==> src/rtl/pdnfs_pkg.sv <==
// ----------------------------------------------------------------------------
// pdnfs_pkg: shared types and name tables
// Name strings, lengths and flag mapping for the PDF dictionary name scanner,
// plus the per-transfer control struct used by the cell row and accumulator.
// ----------------------------------------------------------------------------
package pdnfs_pkg;

	// Longest name in the table sets the number of cells in the row.
	localparam int WIN_LEN    = 16;
	localparam int RULE_COUNT = 24;
	localparam int OBJ_BITS   = 10;
	localparam int FLT_BITS   = 10;

	typedef logic [RULE_COUNT-1:0] rule_vec_t;

	// Flag group that a matched name feeds.
	typedef enum logic [1:0] {
		GRP_OBJ = 2'd0,
		GRP_FLT = 2'd1,
		GRP_KEY = 2'd2
	} grp_t;

	// Control for one input transfer, shared by all cells and the accumulator.
	typedef struct packed {
		logic take;
		logic last;
	} step_t;

	// Name text, right-justified: the final character sits in bits 7:0.
	localparam logic [127:0] RULE_TEXT [RULE_COUNT] = '{
		"/JavaScript",
		"/JS",
		"/OpenAction",
		"/AA",
		"/Launch",
		"/EmbeddedFile",
		"/Filespec",
		"/ObjStm",
		"/URI",
		"/GoToE",
		"/RichMedia",
		"/XFA",
		"/AcroForm",
		"/FlateDecode",
		"/LZWDecode",
		"/ASCIIHexDecode",
		"/ASCII85Decode",
		"/RunLengthDecode",
		"/DCTDecode",
		"/CCITTFaxDecode",
		"/JBIG2Decode",
		"/JPXDecode",
		"/Crypt",
		"/Filter"
	};

	localparam logic [4:0] RULE_LEN [RULE_COUNT] = '{
		5'd11, 5'd3, 5'd11, 5'd3, 5'd7, 5'd13, 5'd9, 5'd7, 5'd4, 5'd6,
		5'd10, 5'd4, 5'd9, 5'd12, 5'd10, 5'd15, 5'd14, 5'd16, 5'd10, 5'd15,
		5'd12, 5'd10, 5'd6, 5'd7
	};

	localparam grp_t RULE_GRP [RULE_COUNT] = '{
		GRP_OBJ, GRP_OBJ, GRP_OBJ, GRP_OBJ, GRP_OBJ, GRP_OBJ, GRP_OBJ, GRP_OBJ,
		GRP_OBJ, GRP_OBJ, GRP_OBJ, GRP_OBJ, GRP_OBJ,
		GRP_FLT, GRP_FLT, GRP_FLT, GRP_FLT, GRP_FLT, GRP_FLT, GRP_FLT, GRP_FLT,
		GRP_FLT, GRP_FLT,
		GRP_KEY
	};

	localparam logic [3:0] RULE_BIT [RULE_COUNT] = '{
		4'd0, 4'd0, 4'd1, 4'd1, 4'd2, 4'd3, 4'd3, 4'd4, 4'd5, 4'd6,
		4'd7, 4'd8, 4'd9,
		4'd0, 4'd1, 4'd2, 4'd3, 4'd4, 4'd5, 4'd6, 4'd7, 4'd8, 4'd9,
		4'd0
	};

	// Character k (counted from the leading slash) of name r; zero past the end.
	function automatic logic [7:0] rule_char(int r, int k);
		logic [7:0] ch;
		ch = 8'h00;
		if (k < int'(RULE_LEN[r])) begin
			ch = RULE_TEXT[r][(int'(RULE_LEN[r]) - 1 - k)*8 +: 8];
		end
		return ch;
	endfunction

endpackage

==> src/rtl/pdf_dict_name_flag_scan.sv <==
// The result appears in the cycle after the transfer of the last byte.
// Throughput: one byte per cycle; the cell row and the compares are all parallel.
// A last byte waits only while the previous result is still held and not taken.
// Reset (arst_n low) clears the cell row, the flag accumulators and the result
// valid; the block accepts bytes in the first cycle after reset is released.
// ----------------------------------------------------------------------------
// pdf_dict_name_flag_scan: PDF dictionary name flag scanner
// Streams the bytes of one dictionary through a row of sixteen match cells,
// one per character position, and reports object, filter and anomaly flags
// at the end of each dictionary.
// ----------------------------------------------------------------------------
module pdf_dict_name_flag_scan
	import pdnfs_pkg::*;
(
	input  logic        clk,
	input  logic        arst_n,
	input  logic        item_valid,
	output logic        item_ready,
	input  logic [7:0]  data_byte,
	input  logic        last_byte,
	output logic        result_valid,
	input  logic        result_ready,
	output logic [9:0]  object_flags,
	output logic [10:0] filter_flags,
	output logic [5:0]  anomaly_flags
);

	step_t     step;
	rule_vec_t chain [WIN_LEN+1];
	rule_vec_t cell_hit [WIN_LEN];
	rule_vec_t hits;

	// Only a last byte has to wait for room in the result register.
	assign item_ready = !result_valid || result_ready || !last_byte;
	assign step.take  = item_valid && item_ready;
	assign step.last  = last_byte;

	// Row of match cells; the first one sees every name as a live prefix.
	assign chain[0] = '1;

	for (genvar g = 0; g < WIN_LEN; g++) begin : g_cell
		pdnfs_cell #(
			.K(g)
		) u_cell (
			.clk       (clk),
			.arst_n    (arst_n),
			.step      (step),
			.data_byte (data_byte),
			.prev      (chain[g]),
			.state     (chain[g+1]),
			.hit       (cell_hit[g])
		);
	end

	// Combine the hits of all cells.
	always_comb begin
		hits = '0;
		for (int k = 0; k < WIN_LEN; k++) begin
			hits = hits | cell_hit[k];
		end
	end

	pdnfs_flag_acc u_flag_acc (
		.clk           (clk),
		.arst_n        (arst_n),
		.step          (step),
		.hits          (hits),
		.result_ready  (result_ready),
		.result_valid  (result_valid),
		.object_flags  (object_flags),
		.filter_flags  (filter_flags),
		.anomaly_flags (anomaly_flags)
	);

	// No name is longer than the row, so the final cell never keeps a prefix.
	a_row_end_empty: assert property (@(posedge clk) disable iff (!arst_n)
		chain[WIN_LEN] == '0)
		else $error("prefix state past the final cell");

	// A dictionary end leaves no prefix alive for the next dictionary.
	a_row_cleared: assert property (@(posedge clk) disable iff (!arst_n)
		step.take && step.last |=> chain[1] == '0 && chain[2] == '0)
		else $error("prefix state survived a dictionary end");

	// A last-byte transfer always produces a held result.
	a_result_loaded: assert property (@(posedge clk) disable iff (!arst_n)
		step.take && step.last |=> result_valid)
		else $error("result missing after last byte");

	// Anomaly bits mirror the low five object flags and the unknown-filter bit.
	a_anomaly_copy: assert property (@(posedge clk) disable iff (!arst_n)
		result_valid |-> anomaly_flags[4:0] == object_flags[4:0]
			&& anomaly_flags[5] == filter_flags[10])
		else $error("anomaly flags disagree with object or filter flags");

	// Unknown filter only when no known filter name was found.
	a_unknown_alone: assert property (@(posedge clk) disable iff (!arst_n)
		result_valid && filter_flags[10] |-> filter_flags[9:0] == '0)
		else $error("unknown filter set together with a known filter");

endmodule

==> src/rtl/pdnfs_cell.sv <==
// ----------------------------------------------------------------------------
// pdnfs_cell: one character position of the name matcher
// Cell K checks the current byte against character K of every name. It keeps
// the unfinished names whose first K+1 characters matched and hands that vector
// to cell K+1. A name whose last character is K reports a hit here.
// ----------------------------------------------------------------------------
module pdnfs_cell
	import pdnfs_pkg::*;
#(
	parameter int K = 0
) (
	input  logic      clk,
	input  logic      arst_n,
	input  step_t     step,
	input  logic [7:0] data_byte,
	input  rule_vec_t prev,
	output rule_vec_t state,
	output rule_vec_t hit
);

	rule_vec_t cmp;
	rule_vec_t keep;
	rule_vec_t state_q;

	// Extend every live prefix by the current byte.
	always_comb begin
		for (int r = 0; r < RULE_COUNT; r++) begin
			cmp[r]  = prev[r] && (K < int'(RULE_LEN[r])) && (data_byte == rule_char(r, K));
			hit[r]  = cmp[r] && (K == int'(RULE_LEN[r]) - 1);
			keep[r] = cmp[r] && (K < int'(RULE_LEN[r]) - 1);
		end
	end

	// Prefix state advances on each transfer and is dropped at dictionary end.
	always_ff @(posedge clk or negedge arst_n) begin
		if (!arst_n) begin
			state_q <= '0;
		end else if (step.take) begin
			state_q <= step.last ? '0 : keep;
		end
	end

	assign state = state_q;

endmodule

==> src/rtl/pdnfs_flag_acc.sv <==
// ----------------------------------------------------------------------------
// pdnfs_flag_acc: flag accumulator and result register
// Folds the name hits into object, filter and key flags over one dictionary
// and loads the finished flags into the result register on the last byte.
// ----------------------------------------------------------------------------
module pdnfs_flag_acc
	import pdnfs_pkg::*;
(
	input  logic        clk,
	input  logic        arst_n,
	input  step_t       step,
	input  rule_vec_t   hits,
	input  logic        result_ready,
	output logic        result_valid,
	output logic [9:0]  object_flags,
	output logic [10:0] filter_flags,
	output logic [5:0]  anomaly_flags
);

	logic [OBJ_BITS-1:0] obj_hit;
	logic [FLT_BITS-1:0] flt_hit;
	logic                key_hit;
	logic [OBJ_BITS-1:0] obj_next;
	logic [FLT_BITS-1:0] flt_next;
	logic                key_next;
	logic                unknown;

	logic [OBJ_BITS-1:0] obj_acc_q;
	logic [FLT_BITS-1:0] flt_acc_q;
	logic                key_seen_q;
	logic                valid_q;
	logic [9:0]          object_q;
	logic [10:0]         filter_q;
	logic [5:0]          anomaly_q;

	// Map each name hit onto its flag group and bit.
	always_comb begin
		obj_hit = '0;
		flt_hit = '0;
		key_hit = 1'b0;
		for (int r = 0; r < RULE_COUNT; r++) begin
			case (RULE_GRP[r])
				GRP_OBJ: obj_hit[RULE_BIT[r]] = obj_hit[RULE_BIT[r]] | hits[r];
				GRP_FLT: flt_hit[RULE_BIT[r]] = flt_hit[RULE_BIT[r]] | hits[r];
				GRP_KEY: key_hit = key_hit | hits[r];
				default: key_hit = key_hit;
			endcase
		end
	end

	// Flags including the byte now being transferred.
	assign obj_next = obj_acc_q | obj_hit;
	assign flt_next = flt_acc_q | flt_hit;
	assign key_next = key_seen_q | key_hit;
	assign unknown  = key_next && (flt_next == '0);

	// Accumulators clear after the last byte of a dictionary.
	always_ff @(posedge clk or negedge arst_n) begin
		if (!arst_n) begin
			obj_acc_q  <= '0;
			flt_acc_q  <= '0;
			key_seen_q <= 1'b0;
		end else if (step.take) begin
			if (step.last) begin
				obj_acc_q  <= '0;
				flt_acc_q  <= '0;
				key_seen_q <= 1'b0;
			end else begin
				obj_acc_q  <= obj_next;
				flt_acc_q  <= flt_next;
				key_seen_q <= key_next;
			end
		end
	end

	// Result register: filled on the last byte, emptied by an output transfer.
	always_ff @(posedge clk or negedge arst_n) begin
		if (!arst_n) begin
			valid_q <= 1'b0;
		end else if (step.take && step.last) begin
			valid_q <= 1'b1;
		end else if (result_ready) begin
			valid_q <= 1'b0;
		end
	end

	always_ff @(posedge clk) begin
		if (step.take && step.last) begin
			object_q  <= obj_next;
			filter_q  <= {unknown, flt_next};
			anomaly_q <= {unknown, obj_next[4:0]};
		end
	end

	assign result_valid  = valid_q;
	assign object_flags  = object_q;
	assign filter_flags  = filter_q;
	assign anomaly_flags = anomaly_q;

endmodule
==> config.mk <==
export PLATFORM = sky130hd
export DESIGN_NAME = pdf_dict_name_flag_scan
export DESIGN_NICKNAME = d
export VERILOG_FILES = /design/src/rtl/pdnfs_pkg.sv /design/src/rtl/pdf_dict_name_flag_scan.sv /design/src/rtl/pdnfs_cell.sv /design/src/rtl/pdnfs_flag_acc.sv
export SDC_FILE = /design/constraint.sdc
export NUM_CORES = 1
export LEC_CHECK = 0
export ABC_AREA = 1
export BUFFER_PORTS_ARGS = -buffer_cell sky130_fd_sc_hd__buf_4
export CORE_ASPECT_RATIO = 1.2
export CORE_UTILIZATION = 49
export CTS_CLUSTER_DIAMETER = 80
export DETAILED_ROUTE_END_ITERATION = 12
export PLACE_DENSITY = 0.65
export SLEW_MARGIN = 15
export SYNTH_ARGS = -nofsm -noshare
export SYNTH_HDL_FRONTEND = slang
export SYNTH_SLANG_ARGS = --single-unit
==> constraint.sdc <==
create_clock -name clk -period 1.4 [get_ports clk]
set_input_delay 0 -clock clk [delete_from_list [all_inputs] [get_ports clk]]
set_output_delay 0 -clock clk [all_outputs]
set_load 0.01 [all_outputs]
==> results.json, run 1 <==
{
  "clock_path_buffers": 3,
  "finalWeightedCongestion": 0.9106,
  "postPlaceCellArea_mm2": 0.009338,
  "num_rows": 52,
  "rr_worst_depth": 7,
  "final_util_pct": 61.02,
  "min_path_cells": 5,
  "synth_warnings": 0,
  "yosysTopAreaCellShare_pct": 53.14,
  "synth-seq-cells": 202,
  "min_from": "data_byte[0]",
  "die_h_um": 146.5,
  "fin_skew_ns": 0.01863,
  "dr.pass1.iters": 5,
  "post-synth-top-count-cell": "dfrtp_1",
  "ioPinCount": 42,
  "grt_pass1_wl_mm": 35.71,
  "p_leak_nw": 4.463,
  "drv_cap": 0,
  "hold_end": "g_cell[2].u_cell.state[20]$_DFFE_PN0P_",
  "insertion_delay_ns": 0.50,
  "hold_slack_ns": 0.01143,
  "critPathLaunchType": "flip-flop",
  "syn-num-nets": 826,
  "drv_slew": 0,
  "clk_pin_slew_ns": 0.07,
  "fmax_ghz": 0.7349,
  "antenna_found_initial": 0,
  "dp_hpwl_mm": 14.91,
  "fp.dieArea_mm2": 0.01793,
  "n_antenna_cell": 0,
  "drtIter0Drc": 609,
  "rsz0062_at_grt": "true",
  "cts-htree-levels": 1,
  "avgViaCountPerCell": 5.746,
  "yosysTopAreaCell": "dfrtp_1",
  "start_util_pct": 50.38,
  "dieWidth_um": 122.4,
  "post_synth.cell_area_avg_um2": 10.48,
  "period_needed_ns": 1.361,
  "tightest_slew_ns": 0.4251,
  "worst_setup_path_end_kind": "flip-flop",
  "cp.arrival_ns": 1.74,
  "cts.sinks": 202,
  "dominantRegCellSynth": "dfrtp_1",
  "synth.area.top_cells": "dfrtp_1 53%, inv_1 7.6%, edfxtp_1 7.4%",
  "crit_top_cell": "clkbuf_16",
  "grt_pass1_vias": 6665,
  "num_vias": 6470,
  "cts_tree": "yes",
  "critPathSlowestCell": "dfrtp_1",
  "outcome": "finished, final reports clean",
  "drtAntennaViolNets": 0,
  "postSynthCellCount": 813,
  "area_delta_synth_final_pct": 21.11,
  "ys_types": 37,
  "numCtsBuffers": 21,
  "grt_max_degree": 64,
  "post-route-period-util_pct": 97.20,
  "syn-cell-area_mm2": 0.008523,
  "path_class": "flip-flop to flip-flop",
  "p_per_area_mw_per_mm2": 1168,
  "cp_slowest_stage_delay_ns": 0.38,
  "synthArstFlopShare_pct": 89.60,
  "r2r_slack_ns": 0.04,
  "drive_gt1_share_pct": 20.44,
  "wl_mm": 22.91,
  "worstPathCellList": "nand3_2, nand2_4, inv_8, clkbuf_16, clkbuf_16, o211ai_1, inv_1",
  "hold_path.class": "input pin to flip-flop",
  "r2r_start": "u_flag_acc.result_valid$_DFFE_PN0P_",
  "hold_viol": 0,
  "track_usage_pct": 25.78,
  "fin_area_mm2": 0.01032,
  "fin_nets": 910,
  "reg2reg_to": "u_flag_acc.obj_acc_q[3]$_DFFE_PN0P_",
  "critical_path_buf_inv_count": 4,
  "core_area_mm2": 0.01692,
  "relSlewSlack_pct": 71.44,
  "drc": 0,
  "synth_edf_count": 21,
  "critPathMaxFanout": 16,
  "synth_commonest_cells": "181 x dfrtp_1, 172 x inv_1, 118 x nand2_1",
  "cts_root_buf": "clkbuf_16",
  "overflow": 0,
  "portBuffers": 41,
  "finalSetupViolations": 0,
  "ir_worst_vdd_mv": 0.7459,
  "cp.required_ns": 1.78,
  "yosysSeqAreaShare_pct": 60.54,
  "cpLargestDelayFamily": "buffers and inverters",
  "wl_per_cell_um": 20.35
}
## through the flow
step | total power, mW | setup slack [ns] | instances | TNS (ns)
floorplan | 6.380 | 0.01499 | 813 | 0
global placement | 6.751 | 0.02038 | 1071 | 0
detailed placement | 6.761 | -0.03402 | 1071 | -0.09562
CTS | 12.02 | -0.007402 | 1117 | -0.01142
global route | 12.44 | -0.01434 | 1126 | -0.02539
finish | 12.06 | 0.03923 | 1126 | 0
## area by class of cell
| type | instances | area, um^2 |
|---|---|---|
| inverters | 176 | 673.1 |
| clock inverters | 4 | 45.04 |
| clock buffers | 32 | 586.8 |
| repair buffers | 106 | 1090 |
| well taps | 216 | 270.3 |
| fillers | 1368 | 6594 |
| multi-input cells | 390 | 2497 |
| flip-flops and latches | 202 | 5160 |
## report_power, final
group          switching [mW]  internal, mW  total, mW
registers             0.00962          5.94       5.95
clock network            2.21          3.06       5.28
logic                   0.536         0.294      0.830
## flip-flops by register name, summed over array words and instances (netlist names)
name / count
g_cell.u_cell.state: 159
u_flag_acc.filter_flags: 10
u_flag_acc.flt_acc_q: 10
u_flag_acc.obj_acc_q: 10
u_flag_acc.anomaly_flags: 6
u_flag_acc.object_flags: 5
u_flag_acc.key_seen_q: 1
u_flag_acc.result_valid: 1
## kinds of logic after synthesis
kind of cell / after synthesis / share of synthesized area [%]
compound gates: 191 / 17.56
buf+inv: 222 / 10.89
flops: 202 / 60.54
simple gates: 198 / 11.01
## layer usage
layer	up-vias	share of wire, %	global-route usage [%]
met5	-	0	0
met3	46	5.8	4.063
met2	250	49	41.40
met1	3259	42	34.80
met4	0	3.5	10.24
li1	2915	-	-
## worst register-to-register path, stage by stage, from the launching register on
cell and delay [ns]:
dfrtp_1 0.38, nand3_2 0.11, nand2_4 0.13, inv_8 0.06
clkbuf_16 0.17, clkbuf_16 0.18, o211ai_1 0.16, inv_1 0.05
## cells in the final DEF (no fill, tap or decap), types with 10 or more instances in the layout
master,count
o21ai_0,27
buf_4,77
nand3_1,28
clkbuf_16,26
nor2_1,15
inv_1,172
edfxtp_1,21
o32ai_1,55
dfrtp_1,181
o31ai_1,21
a211oi_2,10
nand2_1,116
o22ai_1,46
## how the worst max path moves through the flow
stage	from	endpoint	slack (ns)	cells past startpoint
floorplan	u_flag_acc.result_valid$_DFFE_PN0P_	u_flag_acc.anomaly_flags[0]$_DFFE_PP_	0.01	6
global placement	u_flag_acc.result_valid$_DFFE_PN0P_	g_cell[0].u_cell.state[22]$_DFFE_PN0P_	0.02	7
detailed placement	u_flag_acc.result_valid$_DFFE_PN0P_	u_flag_acc.key_seen_q$_DFFE_PN0P_	-0.03	8
CTS	u_flag_acc.result_valid$_DFFE_PN0P_	g_cell[0].u_cell.state[22]$_DFFE_PN0P_	-0.007	7
global route	u_flag_acc.result_valid$_DFFE_PN0P_	u_flag_acc.obj_acc_q[0]$_DFFE_PN0P_	-0.01	7
finish	u_flag_acc.result_valid$_DFFE_PN0P_	u_flag_acc.obj_acc_q[3]$_DFFE_PN0P_	0.04	7
## repair_timing
| item | 4_1_cts | 5_1_grt |
|---|---|---|
| gates cloned | 0 | 7 |
| pin swaps | 0 | 3 |
| endpoints found under the hold margin | 196 | 0 |
| setup buffers | 0 | 2 |
| resized for setup | 1 | 19 |
| endpoints found under the setup margin | 3 | 65 |
| hold buffers | 10 | 0 |
No activity file was read; power rests on OpenSTA's default activity.
==> run 2: changes to the inputs <==
--- a/config.mk
+++ b/config.mk
@@ -11,7 +11,7 @@
 export CORE_UTILIZATION = 49
 export CTS_CLUSTER_DIAMETER = 80
 export DETAILED_ROUTE_END_ITERATION = 12
-export PLACE_DENSITY = 0.65
+export PLACE_DENSITY_LB_ADDON = 0.1
 export SLEW_MARGIN = 15
 export SYNTH_ARGS = -nofsm -noshare
 export SYNTH_HDL_FRONTEND = slang
==> run 2 against run 1 <==
Compared with the run above:
- the run now ends with negative hold slack left
- setup slack better by 0.0096 ns
- combinational power down 4.7%
- wire length is 3.4% lower
- first-iteration DRC count shrank 20%
- critical path depth grew 2
- critical path type is now input pin to flip-flop
- largest cell class unchanged
==> results.json, run 2 (same netlist as run 1, synthesis figures left out) <==
{
  "outcome": "complete, but fails checks",
  "violations": "negative hold slack",
  "grt_pass1_wl_mm": 35.36,
  "period_needed_ns": 1.351,
  "p_int_mw": 10.09,
  "critPathMaxFanout": 5,
  "rsz0062_at_grt": "true",
  "rr_worst_depth": 6,
  "drv_slew": 0,
  "ir_worst_vdd_mv": 0.8849,
  "antenna_found_initial": 0,
  "portBuffers": 41,
  "p_sw_mw": 2.786,
  "cts.sinks": 202,
  "track_usage_pct": 25.80,
  "endpoint": "u_flag_acc.obj_acc_q[3]$_DFFE_PN0P_",
  "insertion_delay_ns": 0.50,
  "relSlewSlack_pct": 63.79,
  "final_util_pct": 61.98,
  "fp.dieArea_mm2": 0.01793,
  "num_vias": 6361,
  "cts-htree-levels": 1,
  "drtAntennaViolNets": 0,
  "p_leak_nw": 4.573,
  "fin_skew_ns": 0.01398,
  "dp_hpwl_mm": 14.68,
  "fin_nets": 923,
  "grt_max_degree": 90,
  "final_common_cell": "dfrtp_1",
  "cp.arrival_ns": 1.79,
  "ioPinCount": 42,
  "cts_tree": "yes",
  "area_delta_synth_final_pct": 23.02,
  "num_rows": 52,
  "hold_path.class": "input pin to flip-flop",
  "critPathLaunchType": "input pin",
  "finalSetupViolations": 0,
  "fmax_ghz": 0.7401,
  "hold_viol": 1,
  "core_area_mm2": 0.01692,
  "drc": 0,
  "drtIter0Drc": 489,
  "overflow": 0,
  "clock_power_share_pct": 47.6,
  "p_per_area_mw_per_mm2": 1228,
  "p_total_mw": 12.87,
  "numCtsBuffers": 22,
  "cts_root_buf": "clkbuf_16",
  "layout_common_cells": "181 x dfrtp_1, 172 x inv_1, 116 x nand2_1, 92 x buf_4, 55 x o32ai_1",
  "avgViaCountPerCell": 5.575,
  "path_class": "input pin to flip-flop",
  "wl_mm": 22.14,
  "dr.pass1.iters": 5,
  "grt_pass1_vias": 6369,
  "fillers": 1371,
  "post-route-period-util_pct": 96.52,
  "r2r_start": "u_flag_acc.result_valid$_DFFE_PN0P_",
  "dieWidth_um": 122.4,
  "preCtsSetupSlack_ns": -0.03379,
  "worst_setup_path_end_kind": "flip-flop",
  "hold_slack_ns": -0.008432,
  "clk_pin_slew_ns": 0.06,
  "drive_gt1_share_pct": 21.84,
  "switching_share_pct": 21.65,
  "cp.required_ns": 1.84,
  "worst_slack_ns": 0.04878,
  "tightest_slew_ns": 0.5431,
  "reg2reg_to": "u_flag_acc.filter_flags[5]$_DFFE_PP_",
  "pwr-share-seq_pct": 46.2,
  "comb_power_share_pct": 6.1,
  "setup_tns_ns": 0,
  "wl_per_cell_um": 19.40,
  "die_h_um": 146.5,
  "largest_reg_flops": 159,
  "clock_path_buffers": 3,
  "drv_cap": 0,
  "start_util_pct": 50.38,
  "n_antenna_cell": 0,
  "r2r_slack_ns": 0.05,
  "cp-startpoint": "data_byte[2]",
  "finalWeightedCongestion": 0.9628
}
run 2: changes by cell type in the layout (fill, tap and decap cells not counted), sizes merged:
cell,delta
bufbuf,+1
clkinv,-1
bufinv,+2
dlygate4sd3,+2
nor2,-1
clkbuf,-3
buf,+15
run 2: power groups by stage:
stage | logic (mW) | registers, mW | clock network (mW)
5_1_grt | 0.853 | 5.95 | 6.45
3_5_place_dp | 0.715 | 6.06 | 0
4_1_cts | 0.791 | 5.95 | 6.23
2_1_floorplan | 0.304 | 6.08 | 0
6_report | 0.791 | 5.95 | 6.13
3_3_place_gp | 0.706 | 6.06 | 0
run 2: how the worst min path moves through the flow:
stage	start	endpoint	slack, ns	cells past startpoint
floorplan	arst_n	g_cell[0].u_cell.state[22]$_DFFE_PN0P_	-0.30	0
global placement	arst_n	u_flag_acc.obj_acc_q[0]$_DFFE_PN0P_	-0.21	1
detailed placement	arst_n	u_flag_acc.obj_acc_q[0]$_DFFE_PN0P_	-0.21	1
CTS	data_byte[5]	g_cell[5].u_cell.state[10]$_DFFE_PN0P_	0.005	5
global route	data_byte[5]	g_cell[5].u_cell.state[10]$_DFFE_PN0P_	0.02	5
finish	data_byte[0]	g_cell[3].u_cell.state[0]$_DFFE_PN0P_	-0.008	6
run 2: cell type report:
class / instances / area (um^2) / area share, %
inverters: 176 / 665.6 / 6.348
flip-flops and latches: 202 / 5160 / 49.21
repair buffers: 119 / 1131 / 10.79
well taps: 216 / 270.3 / 2.578
multi-input cells: 389 / 2481 / 23.66
clock inverters: 5 / 100.1 / 0.9546
clock buffers: 34 / 676.9 / 6.456
run 2: through the flow:
| step | cell area [um^2] | instances |
|---|---|---|
| after floorplan | 8541 | 813 |
| after global placement | 9463 | 1086 |
| after detailed placement | 9463 | 1086 |
| after CTS | 10460 | 1141 |
| after global routing | 10490 | 1141 |
| final | 10490 | 1141 |
run 2: critical path, cell delays in order:
cell and delay (ns):
dlygate4sd3_1 0.55, buf_4 0.16, inv_1 0.05, nand2_1 0.16, nor2_2 0.34, nand2_4 0.15, o211ai_2 0.21, o211ai_1 0.12
inv_1 0.06
run 2: what timing repair did:
item | in CTS | in global routing
gates cloned | 2 | 0
resized for setup | 3 | 11
hold endpoints to repair | 197 | 0
setup endpoints to repair | 12 | 35
pin swaps | 0 | 3
hold buffers | 12 | 0
setup buffers | 2 | 1
run 2: layer usage:
metal | global-route usage [%] | routed length, um
met2 | 40.73 | 10750
met5 | 0 | 0
met4 | 9.573 | 588
met1 | 36.38 | 9425
met3 | 3.242 | 1376
